`config.mk`:
```
export PLATFORM = sky130hd
export DESIGN_NAME = thumb32_data_proc_decoder_top
export DESIGN_NICKNAME = d
export VERILOG_FILES = /design/src/rtl/t32dp_pkg.sv /design/src/rtl/t32dp_expand_imm.sv /design/src/rtl/t32dp_decode.sv /design/src/rtl/thumb32_data_proc_decoder_top.sv
export SDC_FILE = /design/constraint.sdc
export NUM_CORES = 1
export LEC_CHECK = 0
export BUFFER_PORTS_ARGS = -buffer_cell sky130_fd_sc_hd__clkbuf_2
export CORE_MARGIN = 5
export CORE_UTILIZATION = 60
export CTS_BUF_LIST = sky130_fd_sc_hd__clkbuf_16
export DETAILED_ROUTE_END_ITERATION = 6
export PLACE_DENSITY_LB_ADDON = 0.12
export SLEW_MARGIN = 25
export SYNTH_ARGS = -nofsm -noshare
export SYNTH_HDL_FRONTEND = slang
export SYNTH_SLANG_ARGS = --single-unit
```
`constraint.sdc`:
```
create_clock -name clk_i -period 8.9 [get_ports clk_i]
set_input_delay 0.445 -clock clk_i [delete_from_list [all_inputs] [get_ports clk_i]]
set_output_delay 0.445 -clock clk_i [all_outputs]
set_load 0.03 [all_outputs]
```
`src/rtl/t32dp_pkg.sv`:
```
// ----------------------------------------------------------------------------
// Thumb-2 data-processing decoder package
// Codes, opcode constants and the decoded-operation record.
// ----------------------------------------------------------------------------
package t32dp_pkg;

  // group selector
  localparam logic [1:0] KIND_MOD_IMM   = 2'd0;
  localparam logic [1:0] KIND_PLAIN_IMM = 2'd1;
  localparam logic [1:0] KIND_SHIFTED   = 2'd2;

  typedef enum logic [2:0] {
    CLS_DP_IMM   = 3'd0,
    CLS_DP_SHIFT = 3'd1,
    CLS_SAT      = 3'd2,
    CLS_BITFIELD = 3'd3,
    CLS_PACK     = 3'd4
  } cls_e;

  typedef enum logic [4:0] {
    OP_AND   = 5'd0,
    OP_BIC   = 5'd1,
    OP_ORR   = 5'd2,
    OP_ORN   = 5'd3,
    OP_EOR   = 5'd4,
    OP_ADD   = 5'd5,
    OP_ADC   = 5'd6,
    OP_SBC   = 5'd7,
    OP_SUB   = 5'd8,
    OP_RSB   = 5'd9,
    OP_TST   = 5'd10,
    OP_TEQ   = 5'd11,
    OP_CMN   = 5'd12,
    OP_CMP   = 5'd13,
    OP_MOV   = 5'd14,
    OP_MVN   = 5'd15,
    OP_PKHBT = 5'd16,
    OP_PKHTB = 5'd17,
    OP_NONE  = 5'd18
  } op_e;

  typedef enum logic [2:0] {
    SHK_LSL = 3'd0,
    SHK_LSR = 3'd1,
    SHK_ASR = 3'd2,
    SHK_ROR = 3'd3,
    SHK_RRX = 3'd4
  } shk_e;

  // 4-bit ALU opcode field, shared by modified-immediate and shifted groups
  localparam logic [3:0] ALU_AND = 4'h0;
  localparam logic [3:0] ALU_BIC = 4'h1;
  localparam logic [3:0] ALU_ORR = 4'h2;
  localparam logic [3:0] ALU_ORN = 4'h3;
  localparam logic [3:0] ALU_EOR = 4'h4;
  localparam logic [3:0] ALU_PKH = 4'h6;
  localparam logic [3:0] ALU_ADD = 4'h8;
  localparam logic [3:0] ALU_ADC = 4'hA;
  localparam logic [3:0] ALU_SBC = 4'hB;
  localparam logic [3:0] ALU_SUB = 4'hD;
  localparam logic [3:0] ALU_RSB = 4'hE;

  // 5-bit opcode field of the plain-immediate group
  localparam logic [4:0] PL_ADDW   = 5'h00;
  localparam logic [4:0] PL_MOVW   = 5'h04;
  localparam logic [4:0] PL_SUBW   = 5'h0A;
  localparam logic [4:0] PL_MOVT   = 5'h0C;
  localparam logic [4:0] PL_SSAT   = 5'h10;
  localparam logic [4:0] PL_SSAT16 = 5'h12;
  localparam logic [4:0] PL_SBFX   = 5'h14;
  localparam logic [4:0] PL_BFI    = 5'h16;
  localparam logic [4:0] PL_USAT   = 5'h18;
  localparam logic [4:0] PL_USAT16 = 5'h1A;
  localparam logic [4:0] PL_UBFX   = 5'h1C;

  localparam logic [3:0] REG_PC   = 4'hF;
  localparam logic [4:0] REG_NONE = 5'd16;

  localparam logic [1:0] TY_ASR = 2'd2;
  localparam logic [1:0] TY_ROR = 2'd3;

  typedef struct packed {
    logic        undefined;
    cls_e        insn_class;
    op_e         operation;
    logic [4:0]  dest_reg;
    logic [4:0]  src_reg;
    logic [3:0]  second_reg;
    logic [31:0] immediate;
    logic        sets_flags;
    shk_e        shift_kind;
    logic [4:0]  shift_count;
    logic        signed_op;
  } dec_rec_t;

endpackage

```
`src/rtl/t32dp_expand_imm.sv`:
```
// ----------------------------------------------------------------------------
// Modified-immediate expander
// 12-bit encoded constant to 32-bit value: byte replication or rotated byte.
// ----------------------------------------------------------------------------
module t32dp_expand_imm (
  input  logic [11:0] imm12_i,
  output logic [31:0] imm_o
);

  logic [7:0]  byte_w;
  logic [31:0] rot_src;
  logic [63:0] rot_dbl;
  logic [4:0]  rot_amt;

  assign byte_w  = imm12_i[7:0];
  assign rot_src = {24'd0, 1'b1, imm12_i[6:0]};
  assign rot_dbl = {rot_src, rot_src} >> rot_amt;
  assign rot_amt = imm12_i[11:7];

  always_comb begin
    if (imm12_i[11:10] == 2'b00) begin
      case (imm12_i[9:8])
        2'd0:    imm_o = {24'd0, byte_w};
        2'd1:    imm_o = {8'd0, byte_w, 8'd0, byte_w};
        2'd2:    imm_o = {byte_w, 8'd0, byte_w, 8'd0};
        default: imm_o = {byte_w, byte_w, byte_w, byte_w};
      endcase
    end else begin
      // rotate right; amount is 8..31 in this branch
      imm_o = rot_dbl[31:0];
    end
  end

endmodule

```
`src/rtl/t32dp_decode.sv`:
```
// ----------------------------------------------------------------------------
// Data-processing decode logic
// One instruction word in, one decoded-operation record out, no state.
// ----------------------------------------------------------------------------
module t32dp_decode (
  input  logic [1:0]          kind_i,
  input  logic [15:0]         first_half_i,
  input  logic [15:0]         second_half_i,
  output t32dp_pkg::dec_rec_t rec_o
);

  logic [3:0]  rn;
  logic [3:0]  rd;
  logic [3:0]  rm;
  logic        s_bit;
  logic [3:0]  alu_opc;
  logic [4:0]  pl_opc;
  logic [11:0] imm12;
  logic [15:0] imm16;
  logic [4:0]  pos;
  logic [4:0]  low5;
  logic [1:0]  ty;
  logic [31:0] mod_imm;
  logic [7:0]  bfi_width;
  logic [7:0]  bfx_width;

  // ALU map results
  logic              alu_ok;
  t32dp_pkg::op_e    alu_op;
  logic              alu_rd_none;
  logic              alu_rn_none;
  logic              cmp_form;

  t32dp_pkg::dec_rec_t rec;
  logic                ok;

  assign rn      = first_half_i[3:0];
  assign s_bit   = first_half_i[4];
  assign alu_opc = first_half_i[8:5];
  assign pl_opc  = first_half_i[8:4];
  assign rd      = second_half_i[11:8];
  assign rm      = second_half_i[3:0];
  assign ty      = second_half_i[5:4];
  assign low5    = second_half_i[4:0];
  assign imm12   = {first_half_i[10], second_half_i[14:12], second_half_i[7:0]};
  assign imm16   = {rn, imm12};
  assign pos     = {second_half_i[14:12], second_half_i[7:6]};
  // BFI width wraps at 8 bits when msb < lsb
  assign bfi_width = {3'd0, low5} - {3'd0, pos} + 8'd1;
  assign bfx_width = {3'd0, low5} + 8'd1;

  t32dp_expand_imm u_expand (
    .imm12_i (imm12),
    .imm_o   (mod_imm)
  );

  assign cmp_form = (rd == t32dp_pkg::REG_PC) && s_bit;

  always_comb begin
    alu_ok      = 1'b1;
    alu_op      = t32dp_pkg::OP_AND;
    alu_rd_none = 1'b0;
    alu_rn_none = 1'b0;
    case (alu_opc)
      t32dp_pkg::ALU_AND: begin
        alu_op      = cmp_form ? t32dp_pkg::OP_TST : t32dp_pkg::OP_AND;
        alu_rd_none = cmp_form;
      end
      t32dp_pkg::ALU_BIC: alu_op = t32dp_pkg::OP_BIC;
      t32dp_pkg::ALU_ORR: begin
        alu_op      = (rn == t32dp_pkg::REG_PC) ? t32dp_pkg::OP_MOV : t32dp_pkg::OP_ORR;
        alu_rn_none = (rn == t32dp_pkg::REG_PC);
      end
      t32dp_pkg::ALU_ORN: begin
        alu_op      = (rn == t32dp_pkg::REG_PC) ? t32dp_pkg::OP_MVN : t32dp_pkg::OP_ORN;
        alu_rn_none = (rn == t32dp_pkg::REG_PC);
      end
      t32dp_pkg::ALU_EOR: begin
        alu_op      = cmp_form ? t32dp_pkg::OP_TEQ : t32dp_pkg::OP_EOR;
        alu_rd_none = cmp_form;
      end
      t32dp_pkg::ALU_ADD: begin
        alu_op      = cmp_form ? t32dp_pkg::OP_CMN : t32dp_pkg::OP_ADD;
        alu_rd_none = cmp_form;
      end
      t32dp_pkg::ALU_ADC: alu_op = t32dp_pkg::OP_ADC;
      t32dp_pkg::ALU_SBC: alu_op = t32dp_pkg::OP_SBC;
      t32dp_pkg::ALU_SUB: begin
        alu_op      = cmp_form ? t32dp_pkg::OP_CMP : t32dp_pkg::OP_SUB;
        alu_rd_none = cmp_form;
      end
      t32dp_pkg::ALU_RSB: alu_op = t32dp_pkg::OP_RSB;
      default:            alu_ok = 1'b0;
    endcase
  end

  always_comb begin
    rec = '0;
    ok  = 1'b1;
    case (kind_i)
      t32dp_pkg::KIND_MOD_IMM: begin
        rec.insn_class = t32dp_pkg::CLS_DP_IMM;
        rec.operation  = alu_op;
        rec.dest_reg   = alu_rd_none ? t32dp_pkg::REG_NONE : {1'b0, rd};
        rec.src_reg    = alu_rn_none ? t32dp_pkg::REG_NONE : {1'b0, rn};
        rec.sets_flags = s_bit;
        rec.immediate  = mod_imm;
        ok             = alu_ok;
      end
      t32dp_pkg::KIND_PLAIN_IMM: begin
        rec.dest_reg = {1'b0, rd};
        case (pl_opc)
          t32dp_pkg::PL_ADDW, t32dp_pkg::PL_SUBW: begin
            rec.insn_class = t32dp_pkg::CLS_DP_IMM;
            rec.operation  = (pl_opc == t32dp_pkg::PL_ADDW) ? t32dp_pkg::OP_ADD
                                                              : t32dp_pkg::OP_SUB;
            rec.src_reg    = {1'b0, rn};
            rec.immediate  = {20'd0, imm12};
          end
          t32dp_pkg::PL_MOVW: begin
            rec.insn_class = t32dp_pkg::CLS_DP_IMM;
            rec.operation  = t32dp_pkg::OP_MOV;
            rec.src_reg    = t32dp_pkg::REG_NONE;
            rec.immediate  = {16'd0, imm16};
          end
          t32dp_pkg::PL_MOVT: begin
            rec.insn_class = t32dp_pkg::CLS_DP_IMM;
            rec.operation  = t32dp_pkg::OP_MOV;
            rec.src_reg    = {1'b0, rd};
            rec.immediate  = {imm16, 16'd0};
          end
          t32dp_pkg::PL_SSAT, t32dp_pkg::PL_SSAT16,
          t32dp_pkg::PL_USAT, t32dp_pkg::PL_USAT16: begin
            rec.insn_class  = t32dp_pkg::CLS_SAT;
            rec.src_reg     = {1'b0, rn};
            rec.immediate   = {27'd0, low5};
            rec.shift_kind  = first_half_i[5] ? t32dp_pkg::SHK_ASR : t32dp_pkg::SHK_LSL;
            rec.shift_count = pos;
            rec.signed_op   = ~pl_opc[3];
          end
          t32dp_pkg::PL_SBFX, t32dp_pkg::PL_BFI, t32dp_pkg::PL_UBFX: begin
            rec.insn_class = t32dp_pkg::CLS_BITFIELD;
            rec.src_reg    = {1'b0, rn};
            rec.signed_op  = (pl_opc == t32dp_pkg::PL_SBFX);
            if (pl_opc == t32dp_pkg::PL_BFI) begin
              rec.immediate = {16'd0, bfi_width, 3'd0, pos};
              // rn of pc encodes BFC
              rec.operation = (rn == t32dp_pkg::REG_PC) ? t32dp_pkg::OP_BIC
                                                         : t32dp_pkg::OP_ORR;
            end else begin
              rec.immediate = {16'd0, bfx_width, 3'd0, pos};
              rec.operation = t32dp_pkg::OP_MOV;
            end
          end
          default: ok = 1'b0;
        endcase
      end
      t32dp_pkg::KIND_SHIFTED: begin
        rec.insn_class  = t32dp_pkg::CLS_DP_SHIFT;
        rec.dest_reg    = {1'b0, rd};
        rec.src_reg     = {1'b0, rn};
        rec.second_reg  = rm;
        rec.sets_flags  = s_bit;
        rec.shift_kind  = t32dp_pkg::shk_e'({1'b0, ty});
        rec.shift_count = pos;
        // ROR by zero encodes RRX
        if ((ty == t32dp_pkg::TY_ROR) && (pos == 5'd0)) begin
          rec.shift_kind  = t32dp_pkg::SHK_RRX;
          rec.shift_count = 5'd1;
        end
        if (alu_opc == t32dp_pkg::ALU_PKH) begin
          rec.insn_class = t32dp_pkg::CLS_PACK;
          rec.operation  = (ty == t32dp_pkg::TY_ASR) ? t32dp_pkg::OP_PKHTB
                                                     : t32dp_pkg::OP_PKHBT;
        end else begin
          rec.operation = alu_op;
          if (alu_rd_none) rec.dest_reg = t32dp_pkg::REG_NONE;
          if (alu_rn_none) rec.src_reg = t32dp_pkg::REG_NONE;
          ok = alu_ok;
        end
      end
      default: ok = 1'b0;
    endcase

    if (!ok) begin
      rec           = '0;
      rec.undefined = 1'b1;
    end
  end

  assign rec_o = rec;

endmodule

```
`src/rtl/thumb32_data_proc_decoder_top.sv`:
```
// ----------------------------------------------------------------------------
// Thumb-2 32-bit data-processing decoder, top level
// Datapath: input register, combinational decode, then the result register.
// Throughput: 1 word per cycle while the output is not stalled; stage 1 moves
//   into the result register whenever that register is empty or being drained.
// Reset: rst_ni low clears both stage valid flags; payload is not reset.
// ----------------------------------------------------------------------------
module thumb32_data_proc_decoder_top (
  input  logic        clk_i,
  input  logic        rst_ni,
  // input channel
  input  logic        in_valid_i,
  output logic        in_stall_o,
  input  logic [1:0]  kind_i,
  input  logic [15:0] first_half_i,
  input  logic [15:0] second_half_i,
  // result channel
  output logic        out_valid_o,
  input  logic        out_stall_i,
  output logic        undefined_o,
  output logic [2:0]  insn_class_o,
  output logic [4:0]  operation_o,
  output logic [4:0]  dest_reg_o,
  output logic [4:0]  src_reg_o,
  output logic [3:0]  second_reg_o,
  output logic [31:0] immediate_o,
  output logic        sets_flags_o,
  output logic [2:0]  shift_kind_o,
  output logic [4:0]  shift_count_o,
  output logic        signed_op_o
);

  // Stage 1: captured instruction word
  logic        s1_valid_q, s1_valid_d;
  logic [1:0]  kind_q;
  logic [15:0] h1_q;
  logic [15:0] h2_q;

  // Stage 2: decoded record, drives the ports directly
  logic                out_valid_q, out_valid_d;
  t32dp_pkg::dec_rec_t rec_q;
  t32dp_pkg::dec_rec_t rec_d;

  logic s2_load;  // result register takes stage 1 this cycle
  logic s1_load;  // input register takes a new word this cycle

  // The result register frees up when empty or being drained, so a word
  // keeps moving while the previous result is being taken.
  assign s2_load = s1_valid_q && (!out_valid_q || !out_stall_i);
  assign s1_load = in_valid_i && !in_stall_o;

  // Stall only when stage 1 is full and cannot move on.
  assign in_stall_o = s1_valid_q && out_valid_q && out_stall_i;

  always_comb begin
    s1_valid_d = s1_valid_q;
    if (s1_load) begin
      s1_valid_d = 1'b1;
    end else if (s2_load) begin
      s1_valid_d = 1'b0;
    end
  end

  always_comb begin
    out_valid_d = out_valid_q;
    if (s2_load) begin
      out_valid_d = 1'b1;
    end else if (!out_stall_i) begin
      out_valid_d = 1'b0;
    end
  end

  always_ff @(posedge clk_i or negedge rst_ni) begin
    if (!rst_ni) begin
      s1_valid_q  <= 1'b0;
      out_valid_q <= 1'b0;
    end else begin
      s1_valid_q  <= s1_valid_d;
      out_valid_q <= out_valid_d;
    end
  end

  always_ff @(posedge clk_i) begin
    if (s1_load) begin
      kind_q <= kind_i;
      h1_q   <= first_half_i;
      h2_q   <= second_half_i;
    end
  end

  t32dp_decode u_decode (
    .kind_i        (kind_q),
    .first_half_i  (h1_q),
    .second_half_i (h2_q),
    .rec_o         (rec_d)
  );

  always_ff @(posedge clk_i) begin
    if (s2_load) begin
      rec_q <= rec_d;
    end
  end

  assign out_valid_o   = out_valid_q;
  assign undefined_o   = rec_q.undefined;
  assign insn_class_o  = rec_q.insn_class;
  assign operation_o   = rec_q.operation;
  assign dest_reg_o    = rec_q.dest_reg;
  assign src_reg_o     = rec_q.src_reg;
  assign second_reg_o  = rec_q.second_reg;
  assign immediate_o   = rec_q.immediate;
  assign sets_flags_o  = rec_q.sets_flags;
  assign shift_kind_o  = rec_q.shift_kind;
  assign shift_count_o = rec_q.shift_count;
  assign signed_op_o   = rec_q.signed_op;

endmodule

```
==> flow_summary.toml <==
[power_and_ir_drop]
irDropWorstVdd_mv = 0.118
clkPwrFrac = 0.351
p_int_uw = 813
p_leak_uw = 0.00247
switching_share = 0.313
netSwitchingPower_uw = 371
p_seq_frac = 0.459
p_per_area_nw_per_um2 = 185
power.share.combinational = 0.191

[cts]
cts_made_buffers = 9
cts_sinks = 93
cts_resized = 0
root_buffer = "clkbuf_16"
cts_max_level = 3
path_clk_slew_ps = 80
insertion_delay_ps = 350
postCtsHoldBufs = 1
clock_path_buffers = 2
cts_setup_buffers = 0
tritoncts = "done"

[logic_synthesis]
yosysWarningCount = 0
yosys-top-cells-count = "edfxtp_1, nor2_1, nand2_1"
synth_top_area_frac = 0.487
syn_inst = 566
syn_nets = 617
async_flop_share = 0.0215
yosysSeqAreaShare = 0.496
synth-main-ff-cell = "edfxtp_1"
synth-seq-cells = 93
syn-mean-instance-area_um2 = 9.92
syn-cell-area_um2 = 5620
yosys-top-cells-area = "edfxtp_1, nor2_1, a21oi_1, nand2_1, o21ai_0"
post-synth-top-count-cell = "edfxtp_1"
synth_cell_type_count = 68
synth_edf_count = 91
yosysTopAreaCell = "edfxtp_1"

[die]
dieArea_um2 = 11400
io-pin-count = 105
fp.coreArea_um2 = 9200
initial_core_util = 0.611
num_rows = 35
fp.dieW_um = 107
fp.dieH_um = 107

[critical_path]
cpPeakStageDelay_ps = 590
cp_slowest_cell = "edfxtp_1"
cp.depth = 10
cp.arrival_ps = 3190
cp-end-kind = "register"
crit_family = "adder cells"
worst-path-buf-inv = 2
cp.required_ps = 8990
worstSetupPathType = "reg -> reg"
cp_common_cell = "inv_1"
start_kind = "register"
crit_chain = "inv_1 > ha_1 > inv_1 > fa_1 > xor2_1 > and2_1 > nor3_1 > a221o_1 > a221oi_1 > nor2_1"
path_max_fanout = 9
worstRegToRegCells = 10

[global_routing]
grt_max_degree = 48
overflow = 0
grt_pass1_wl_mm = 24.4
antenna_found_initial = 0
grt_pass1_vias = 4635
grt_util_all_layers = 0.273

[cells_and_area]
drive_gt1_frac = 0.217
fillers = 697
fin_util = 0.698
diodes = 0
area_growth_pct = 14.2
design_area_um2 = 6410
finalNonFillerCells = 751
nets = 686

[sta]
period_share = 0.348
clock_skew_ps = 9.00
tightest_slew_ps = 962
layout_min_cycle_time_ps = 3090
holdWs_ps = 270
maxSlewViolCount = 0
rsz0062_at_grt = "no"
slew_headroom = 0.358
fmax_mhz = 323
hold_viol_final = 0
setup_viol = 0
setup_tns_ps = 0

[detailed_routing]
wirelength_mm = 15.5
via_per_inst = 6.61
dr.pass1.iters = 5
post_drt_wl_per_cell_um = 20.6
drc_errors = 0
vias = 4966
ant_nets = 0
drt-initial-drc-count = 561

[status]
status = "finished clean"

[placed_design]
portBuffers = 97
place_congestion = 0.968
placed_cell_area_um2 = 6080
place_inst = 734
dp_hpwl_mm = 10.7

[flow_run]
drv_cap = 0

[hold_path]
hold_depth = 1
hold_path.class = "in -> reg"
-- state kept, by name (all words and copies together) (netlist names) --
| name | count |
|---|---|
| signed_op_o | 1 |
| dest_reg_o | 5 |
| immediate_o | 32 |
| shift_count_o | 5 |
| h2_q | 15 |
| operation_o | 4 |
| s1_valid_q | 1 |
| sets_flags_o | 1 |
| second_reg_o | 4 |
| src_reg_o | 5 |
| kind_q | 2 |
| h1_q | 10 |
| insn_class_o | 3 |
| out_valid_o | 1 |
| shift_kind_o | 3 |
| undefined_o | 1 |
-- through the flow --
stage          power (uW)  worst slack, ps
6_report             1180             5810
5_1_grt              1220             5640
4_1_cts              1180             5880
3_5_place_dp          774             5900
3_3_place_gp          770             5890
2_1_floorplan         713             3150
-- worst reg2reg max path: stages, from the launching register on --
cell and delay, ps:
edfxtp_1 590, inv_1 320, ha_1 240, inv_1 60
fa_1 400, xor2_1 240, and2_1 220, nor3_1 80
a221o_1 300, a221oi_1 330, nor2_1 80
-- logic make-up after synthesis --
group | count (synthesis) | share of synthesized area
fa+ha+maj | 13 | 0.0303
flops | 93 | 0.496
xor+xnor | 10 | 0.0156
compound gates | 168 | 0.202
simple gates | 207 | 0.177
mux | 13 | 0.0287
buf+inv | 62 | 0.0501
-- power groups by stage --
stage / Combinational [uW] / Sequential [uW] / Clock [uW]
6_report: 226 / 543 / 415
5_1_grt: 243 / 547 / 434
4_1_cts: 223 / 542 / 417
3_5_place_dp: 222 / 552 / 0
3_3_place_gp: 219 / 551 / 0
2_1_floorplan: 131 / 582 / 0
-- cells in the final DEF, fill, tap and decap left out, drive strengths merged, types with 5 or more instances in the layout --
master    n
a221oi    7
xnor2     7
nand2b    8
a211oi    6
clkbuf  106
a22oi    15
nor2     69
mux2      5
and3      7
edfxtp   91
inv      19
a22o      9
nand3    15
mux2i     6
a32oi     6
nor2b     7
o21ai    33
nand2    51
nor3     16
buf       5
ha       12
o211ai    5
a21oi    40
o22ai     9
a21o      5
and2     11
a31oi     5
-- path summary, 6_finish.rpt --
path                                                  to  slack (ps)              startpoint
min reg2reg                      out_valid_o$_DFFE_PN0P_         520  s1_valid_q$_DFFE_PN0P_
max reg2reg                immediate_o[10]$_SDFFCE_PN0P_        5810       h2_q[0]$_DFFE_PP_
min                                    h2_q[8]$_DFFE_PP_         270        second_half_i[8]
max                        immediate_o[10]$_SDFFCE_PN0P_        5810       h2_q[0]$_DFFE_PP_
max in group asynchronous         s1_valid_q$_DFFE_PN0P_        8380                  rst_ni
min in group asynchronous        out_valid_o$_DFFE_PN0P_         420                  rst_ni
-- metal layers --
metal  wire, um  vias to the layer above  share of wire  GRT usage
met3       1600                       24           0.10     0.0548
met4        242                        0          0.016     0.0804
met5          0                        -              0          0
li1           -                     2259              -          -
met1       6560                     2354           0.42      0.392
met2       7090                      329           0.46      0.424
-- area by class of cell --
class	count	area [um2]	area share
inverters	17	68.8	0.0107
flip-flops and latches	93	2780	0.434
well taps	111	139	0.0217
multi-input cells	411	2560	0.400
clock buffers	9	225	0.0351
clock inverters	7	103	0.0160
repair buffers	103	533	0.0831
Power figures use the tool's default switching activity.
